==> config.mk <==
export PLATFORM = sky130hd
export DESIGN_NAME = hwb_ctrl
export DESIGN_NICKNAME = d
export VERILOG_FILES = /design/src/hw/rtl/hwb_pkg.sv /design/src/hw/rtl/hwb_ctrl.sv
export SDC_FILE = /design/constraint.sdc
export NUM_CORES = 1
export LEC_CHECK = 0
export ABC_AREA = 1
export BUFFER_PORTS_ARGS = -buffer_cell sky130_fd_sc_hd__buf_2
export CAP_MARGIN = 10
export CELL_PAD_IN_SITES_DETAIL_PLACEMENT = 1
export CELL_PAD_IN_SITES_GLOBAL_PLACEMENT = 1
export CORE_AREA = 2 2 41 43
export CTS_BUF_LIST = sky130_fd_sc_hd__clkbuf_8 sky130_fd_sc_hd__clkbuf_16
export DETAILED_ROUTE_END_ITERATION = 12
export DIE_AREA = 0 0 43 45
export PLACE_DENSITY = 0.71
export RECOVER_POWER = 50
export SLEW_MARGIN = 10
export SYNTH_ARGS = -nofsm -noshare
export SYNTH_HDL_FRONTEND = slang
export SYNTH_SLANG_ARGS = --single-unit
==> constraint.sdc <==
create_clock -name aclk -period 1.19 [get_ports aclk]
set_input_delay 0.0595 -clock aclk [delete_from_list [all_inputs] [get_ports aclk]]
set_output_delay 0.0595 -clock aclk [all_outputs]
set_load 0.05 [all_outputs]
==> src/hw/rtl/hwb_pkg.sv <==
package hwb_pkg;

    localparam int SYMBOL_BITS_DEF = 8;
    localparam int COUNT_BITS_DEF  = 32;
    localparam int DIV_STEPS       = 16;
    localparam int DIV_CNT_BITS    = $clog2(DIV_STEPS);

    typedef enum logic [2:0] {
        KIND_QUERY = 3'd0,
        KIND_INC   = 3'd1,
        KIND_DEC   = 3'd2,
        KIND_SET   = 3'd3,
        KIND_ERASE = 3'd4,
        KIND_CLEAR = 3'd5
    } kind_t;

    typedef enum logic [3:0] {
        ST_SWEEP_RST,
        ST_IDLE,
        ST_READ,
        ST_UPDATE,
        ST_SWEEP_OP,
        ST_SCAN,
        ST_SCAN_END,
        ST_PREP,
        ST_DIV,
        ST_OUT
    } state_t;

    typedef struct packed {
        logic load_in;
        logic read_bin;
        logic update;
        logic sweep;
        logic scan;
        logic div_init;
        logic div_step;
        logic out_load;
    } cmd_t;

    typedef struct packed {
        logic go_scan;
        logic go_sweep;
        logic sweep_last;
        logic scan_last;
        logic div_last;
    } stat_t;

endpackage

==> src/hw/rtl/hwb_ctrl.sv <==
module hwb_ctrl import hwb_pkg::*; (
    input  logic  aclk,
    input  logic  aresetn,
    input  logic  s_tvalid,
    output logic  s_tready,
    output logic  m_tvalid,
    input  logic  m_tready,
    input  stat_t stat,
    output cmd_t  cmd
);

    state_t state_reg, state_next;
    logic   out_valid_reg, out_valid_next;

    always_ff @(posedge aclk) begin
        if (!aresetn) begin
            state_reg     <= ST_SWEEP_RST;
            out_valid_reg <= 1'b0;
        end else begin
            state_reg     <= state_next;
            out_valid_reg <= out_valid_next;
        end
    end

    always_comb begin
        state_next     = state_reg;
        cmd            = '0;
        out_valid_next = out_valid_reg && !m_tready;
        case (state_reg)
            ST_SWEEP_RST: begin
                cmd.sweep = 1'b1;
                if (stat.sweep_last) state_next = ST_IDLE;
            end
            ST_IDLE: begin
                if (s_tvalid) begin
                    cmd.load_in = 1'b1;
                    state_next  = ST_READ;
                end
            end
            ST_READ: begin
                cmd.read_bin = 1'b1;
                state_next   = ST_UPDATE;
            end
            ST_UPDATE: begin
                cmd.update = 1'b1;
                if (stat.go_scan)       state_next = ST_SCAN;
                else if (stat.go_sweep) state_next = ST_SWEEP_OP;
                else                    state_next = ST_PREP;
            end
            ST_SWEEP_OP: begin
                cmd.sweep = 1'b1;
                if (stat.sweep_last) state_next = ST_PREP;
            end
            ST_SCAN: begin
                cmd.scan = 1'b1;
                if (stat.scan_last) state_next = ST_SCAN_END;
            end
            ST_SCAN_END: state_next = ST_PREP;
            ST_PREP: begin
                cmd.div_init = 1'b1;
                state_next   = ST_DIV;
            end
            ST_DIV: begin
                cmd.div_step = 1'b1;
                if (stat.div_last) state_next = ST_OUT;
            end
            ST_OUT: begin
                if (!out_valid_reg || m_tready) begin
                    cmd.out_load   = 1'b1;
                    out_valid_next = 1'b1;
                    state_next     = ST_IDLE;
                end
            end
            default: state_next = ST_IDLE;
        endcase
    end

    assign s_tready = (state_reg == ST_IDLE);
    assign m_tvalid = out_valid_reg;

endmodule

* Word-level counts from Yosys, hierarchy flattened
Cells that the tools add are included.
Word-level totals: flip-flop bits (word level) 5, latch bits 0, bits in writable memories 0, ROM bits 0, bits of input ports 9, output and inout bits 10, logic and storage cells 45, memories 0
Operators by class: add/sub/neg operators 0, multipliers 0, div/mod/pow operators 0, magnitude comparators 0, equal/unequal tests 15, shift-type cells 0, mux-type cells 21, bitwise logic cells 0, reductions and logical operators 7
Operator list (count):
- 4-bit one-hot mux with 10 select lines | 1
- 4-bit two-way mux | 6
- 4-bit by 3-bit equality test with 1-bit output (second input constant) | 4
- 1-bit two-way mux | 12
- 2-bit != test (second input constant) | 6
- 4-bit by 2-bit equality test with 1-bit output (second input constant) | 2
- 4-bit equality test (second input constant) | 2
- 6-bit AND reduction | 1
- 4-bit by 1-bit equality test with 1-bit output (second input constant) | 1
- 4-bit logical NOT | 1
- 2-bit two-way mux | 2
- 1-bit logical NOT | 2
- 2-bit OR reduction | 1
- 1-bit logical AND | 1
- 1-bit logical OR | 1

* Logic depth before layout (Yosys ltp)
Gate-level depths: netlist of the first run.
depth in word-level cells 4, mapped depth 8

* Least setup slack after synthesis of the first run
Ideal clock, no wire load.
path kind register -> register, start point register state_reg[1], end point register state_reg[3], setup time 0.071 ns, arrival 1.833 ns, setup slack -0.714 ns, stages on the path, launching flop included 6, buffers on the path 0, period minus slack after synthesis 1.904 ns, path through dfxtp_1 -> nor2_2 -> inv_2 -> nor3_1 -> nor2_1 -> a21oi_1
On the way: word-level cells in the longest chain between the ends 3, elaborated cells between the ends (all ways) 18
Ends and longest elaborated chain:
- start: declaration | line hwb_ctrl.sv:12 | state_t state_reg, state_next;
- start signal: assignment | line hwb_ctrl.sv:20 | state_reg <= state_next;
- 4-bit equality test (tied with other cells) | line hwb_ctrl.sv:29 | case (state_reg)
- 2-bit != test (no line)
- 6-bit AND reduction (no line)
Parallel ways exist; a longest one is shown, timed or not. A chain may end at the register's enable or synchronous reset.

==> metrics.csv, run 1 <==
stage,metric,value,unit
outcome,status,finished with violations,
outcome,violations,negative setup slack,
global_routing,met2_usage,28.79,%
sta,finalCritPeriodShare,101.2,%
clock_network,cts.reportedPaths.clkPinSlew,40,ps
routing,route.detailed.drc,0,
finish,fillCellCount,180,
worst_setup_path,crit_arrival,1150,ps
clock_network,postCtsHoldBufs,0,
sta,finalWorstSetupSlack,-14.76,ps
synthesis,yosys.area_share.simple,47.99,%
synthesis,muxShareOfSynthArea,0,%
finish,syn2layout_area_growth,101.7,%
synthesis,yosys.area_share.adder,0,%
worst_setup_path,crit_type,reg -> out,
global_routing,overflow,0,
synthesis,synth_cell_types,14,
worst_setup_path,worstPathRequired,1130,ps
worst_setup_path,cp-end-kind,output port,
sta,slew_headroom,60.71,%
finish,drive_above_1_share,65.59,%
worst_setup_path,path_cells,inv_4 -> nor2_4 -> inv_2 -> nor3_2 -> buf_6,
floorplan,die_h,45,um
synthesis,synth_area_leaders,"dfxtp_1, inv_1, nor2_2, nor2_1, nand2_1",
synthesis,syn_area,372.9,um2
synthesis,ys_ff_latch,5,
global_routing,antenna_found_initial,0,
routing,vias_per_cell,4.661,
worst_hold_path,hp-class,in -> reg,
pwr,p_leak,0.0003537,uW
floorplan,dieArea,1935,um2
finish,n_antenna_cell,0,
routing,antenna_left,0,
floorplan,die_w,43,um
synthesis,syn_inst,64,
job,drv_cap,0,
sta,max_freq,830.0,MHz
global_routing,grtUsageMet1,15.57,%
worst_setup_path,start_kind,flip-flop,
clock_network,tritoncts,yes,
global_routing,top_usage_layer,met2,
worst_setup_path,critPathBufInv,3,
finish,final_nets,103,
sta,clock_skew,2.094,ps
worst_setup_path,critPathSlowestCell,dfxtp_4,
pwr,power.density,2958,nW/um2
synthesis,synthXorXnorAreaFrac,0,%
synthesis,synth_fp_nets,73,
synthesis,synth_top_area_cell,dfxtp_1,
worst_setup_path,cp_top_family,flip-flops,
sta,rsz0062_at_grt,yes,
clock_network,root_buffer,clkbuf_8,
sta,final_max_slew_viol_count,0,
synthesis,synth_compound_area_share,8.054,%
worst_hold_path,hold_depth,3,
synthesis,ys.warnings.count,0,
synthesis,synth_seq_area_share,26.85,%
place,place.gp.congestion,0.7762,
global_routing,grt_pass1_wl,2.111,mm
sta,period_needed,1205,ps
floorplan,core,1471,um2
routing,routedWlPerCell,12.04,um
global_routing,use_met3,2.400,%
routing,drtIter0Drc,9,
sta,tns,-17.48,ps
routing,wl,1.312,mm
sta,whs,117.0,ps
clock_network,clock_sinks,5,
routing,first_pass_iters,4,
clock_network,cts_buffers,3,
sta,hold_violations,0,
sta,worst_pin_slew,591.9,ps
place,portBuffers,18,
worst_setup_path,r2r_cells,8,
place,dp_hpwl,988.3,um
finish,largest_register_ffs,4,
finish,mostFrequentLayoutCells,"inv_1, nor2_4, buf_2, buf_6, buf_4",
finish,final_common_cell,inv_1,
sta,setup_violations,2,
clock_network,htree_levels,1,
worst_setup_path,crit_cells,5,
global_routing,grt_max_degree,6,
floorplan,io_pins,19,
clock_network,cts_buffer_depth,2,
worst_setup_path,slowest_delay,380,ps
floorplan,std_cell_rows,14,
global_routing,track_usage,14.86,%
global_routing,grt_pass1_vias,523,
worst_setup_path,path_max_fanout,4,
clock_network,clock_latency,220,ps
synthesis,synth_top_area_share,26.85,%
routing,routed-via-count,508,
floorplan,initial_utilization,25.34,%
pwr,ir_drop,0.0009897,V
synthesis,synth_top_family_by_area,simple AND/OR/NAND/NOR gates,
synthesis,syn_area_per_cell,5.826,um2
place,place_ws,73.32,ps
synth_stat cells, drive strengths merged:
library cell and n:
inv 17, nand4 1, nand3b 1, nand3 5, o21ai 1, a21oi 5, nor2 18, nor3 3
dfxtp 5, nand2 8
worst paths after layout:
| kind | start | end | slack, ps |
|---|---|---|---|
| max | state_reg[0] | cmd[7] | -10 |
| min | aresetn | state_reg[0] | 120 |
| max reg2reg | state_reg[0] | state_reg[1] | 60 |
| min reg2reg | m_tvalid | m_tvalid | 580 |
report_power, final:
part	internal [uW]	switching [uW]	total, uW
sequential	258	125	383
clock	221	81.8	303
combinational	573	965	1540
per-stage QoR:
step | util (%) | total power (uW) | cells | area (um2)
after floorplan | - | 1253 | 64 | 419.2
after global placement | 35.97 | 1461 | 98 | 529.3
after detailed placement | 35.97 | 1475 | 98 | 529.3
after CTS | 46.94 | 2075 | 108 | 690.7
after global routing | 51.11 | 2374 | 109 | 752.0
final | 51.11 | 2224 | 109 | 752.0
worst min-delay path: stages:
cell     delay (ps)
buf_2           110
nand3_1          90
a21oi_2          30
per-layer routing:
layer | part of all wire [%] | routed length (um)
met1 | 38 | 494
met3 | 4.1 | 54
met4 | 1.1 | 14
met2 | 57 | 747
met5 | 0 | 0
what timing repair did:
| action | 4_1_cts | 5_1_grt |
|---|---|---|
| pin swaps | 4 | 5 |
| endpoints found under the setup margin | 9 | 12 |
| buffers inserted | 6 | 1 |
| resized for setup | 27 | 15 |
logic make-up after synthesis:
group,Yosys count
AO/OA/AOI/OAI,6
AND/OR/NAND/NOR,36
buffers and inverters,17
flip-flops,5
final cells by class:
type	count	area (um2)	area share, %
Tap cell	16	20.02	2.662
Inverter	17	68.82	9.151
Sequential cell	5	115.1	15.31
Timing Repair Buffer	25	201.4	26.79
Clock buffer	3	41.29	5.491
Clock inverter	1	3.754	0.4992
Multi-Input combinational cell	42	301.5	40.10
(Power assumes the default switching activity.)
==> run 2, diff against run 1 <==
Settings changed: CORE_AREA 2 2 41 43 to 2 2 40 42, DIE_AREA 0 0 43 45 to 0 0 42 44, PLACE_DENSITY 0.71 to 0.75, SETUP_SLACK_MARGIN from default to 0.5.
Clock period 1.19 ns to 1.5 ns, I/O delays scaled along.
==> metrics.csv, run 2 (synthesized netlist as in run 1, its figures left out) <==
stage,metric,value,unit,change
place,portBuffers,18,,unchanged
sta,period_needed,1310,ps,
sta,final_max_slew_viol_count,0,,unchanged
sta,worst_pin_slew,594.0,ps,+2.106 ps
routing,routedWlPerCell,17.09,um,+42%
floorplan,die_h,44,um,-2.2%
finish,final_common_cell,buf_4,,
finish,largest_register_ffs,4,,unchanged
worst_setup_path,crit_arrival,1240,ps,+90 ps
finish,drive_above_1_share,70.30,%,+4.7 points
floorplan,io_pins,19,,unchanged
pwr,p_leak,0.0003977,uW,+12%
worst_setup_path,start_kind,flip-flop,,
worst_hold_path,hp-class,in -> reg,,
sta,tns,0,ps,+17.48 ps
sta,rsz0062_at_grt,yes,,
worst_setup_path,path_max_fanout,4,,unchanged
pwr,ir_drop,0.001149,V,+16%
floorplan,dieArea,1848,um2,-4.5%
clock_network,root_buffer,clkbuf_8,,
worst_setup_path,cp-end-kind,output port,,
routing,first_pass_iters,2,,-2
clock_network,cts_buffers,3,,unchanged
clock_network,cts_buffer_depth,2,,unchanged
worst_setup_path,worstPathRequired,1420,ps,+290 ps
clock_network,tritoncts,yes,,
finish,mostFrequentLayoutCells,"buf_4, nor2_4, inv_1",,
global_routing,overflow,0,,unchanged
global_routing,grt_max_degree,6,,unchanged
clock_network,clock_latency,230,ps,about the same
sta,clock_skew,0.7123,ps,-1.382 ps
sta,setup_violations,0,,-2
place,place.gp.congestion,0.7342,,-5.4%
routing,vias_per_cell,4.735,,+1.6%
sta,slew_headroom,60.57,%,-0.14 points
finish,syn2layout_area_growth,127.2,%,
clock_network,clock_sinks,5,,unchanged
routing,antenna_left,0,,unchanged
routing,wl,1.999,mm,+52%
job,drv_cap,0,,unchanged
sta,finalCritPeriodShare,87.36,%,
sta,max_freq,763.1,MHz,
outcome,status,finished clean,,
clock_network,postCtsHoldBufs,0,,unchanged
clock_network,cts.reportedPaths.clkPinSlew,40,ps,about the same
floorplan,std_cell_rows,14,,unchanged
finish,stdcell_count,117,,+7.3%
floorplan,core,1419,um2,-3.6%
global_routing,grt_pass1_wl,2.663,mm,+26%
place,dp_hpwl,1.083,mm,+9.6%
clock_network,htree_levels,1,,unchanged
global_routing,track_usage,20.66,%,+5.8 points
floorplan,die_w,42,um,-2.3%
worst_setup_path,crit_type,reg -> out,,
global_routing,antenna_found_initial,0,,unchanged
pwr,power.density,2426,nW/um2,-18%
finish,n_antenna_cell,0,,unchanged
routing,route.detailed.drc,0,,unchanged
finish,final_nets,111,,+7.8%
sta,whs,113.8,ps,-3.121 ps
place,dpl.cell_count,98,,unchanged
routing,routed-via-count,554,,+9.1%
global_routing,grt_pass1_vias,565,,+8.0%
floorplan,initial_utilization,26.28,%,+0.94 points
routing,drtIter0Drc,2,,-7
sta,hold_violations,0,,unchanged
-- run 2: power breakdown --
| part | switching [uW] | internal (uW) | leakage, uW |
|---|---|---|---|
| clock | 81.0 | 177 | 0.0000269 |
| sequential | 101 | 205 | 0.0000442 |
| combinational | 915 | 576 | 0.000327 |
-- run 2: repair_timing --
action	in CTS	in global routing
pin swaps	10	7
gates resized for setup	24	13
setup endpoints to repair	12	14
hold endpoints to repair	0	0
buffers inserted	11	4
-- run 2: worst paths after layout --
path                  end  slack [ps]    startpoint  cells after the start
max                cmd[2]         190  state_reg[2]                      5
min          state_reg[0]         110       aresetn                      3
max reg2reg  state_reg[3]         210  state_reg[3]                      7
min reg2reg      m_tvalid         620      m_tvalid                      4
-- run 2: layer usage --
metal / share of wire (%) / global-route usage (%)
met5: 0 / 0
met4: 2.7 / 11.61
met3: 2.5 / 5.000
met2: 55 / 38.75
met1: 40 / 20.91
-- run 2: worst max-delay path, stage by stage, from the launching register on --
cell and delay, ps:
dfxtp_4 390, inv_2 60, nor2_4 120, inv_4 60, nor2_4 80, clkbuf_2 280
-- run 2: cell type report --
cell class | count | area (um2)
Inverter | 17 | 76.32
Fill cell | 180 | 571.8
Clock buffer | 3 | 41.29
Sequential cell | 5 | 116.4
Clock inverter | 1 | 3.754
Tap cell | 16 | 20.02
Multi-Input combinational cell | 42 | 331.6
Timing Repair Buffer | 33 | 257.7
-- run 2: through the flow --
step	util, %	area [um2]	setup WS (ps)	power (uW)
global route	59.70	847.1	140.2	2155
global placement	41.45	588.1	352.8	1292
floorplan	-	478.0	241.3	1127
finish	59.70	847.1	189.6	2055
detailed placement	41.45	588.1	333.9	1318
CTS	55.64	789.5	254.2	1867
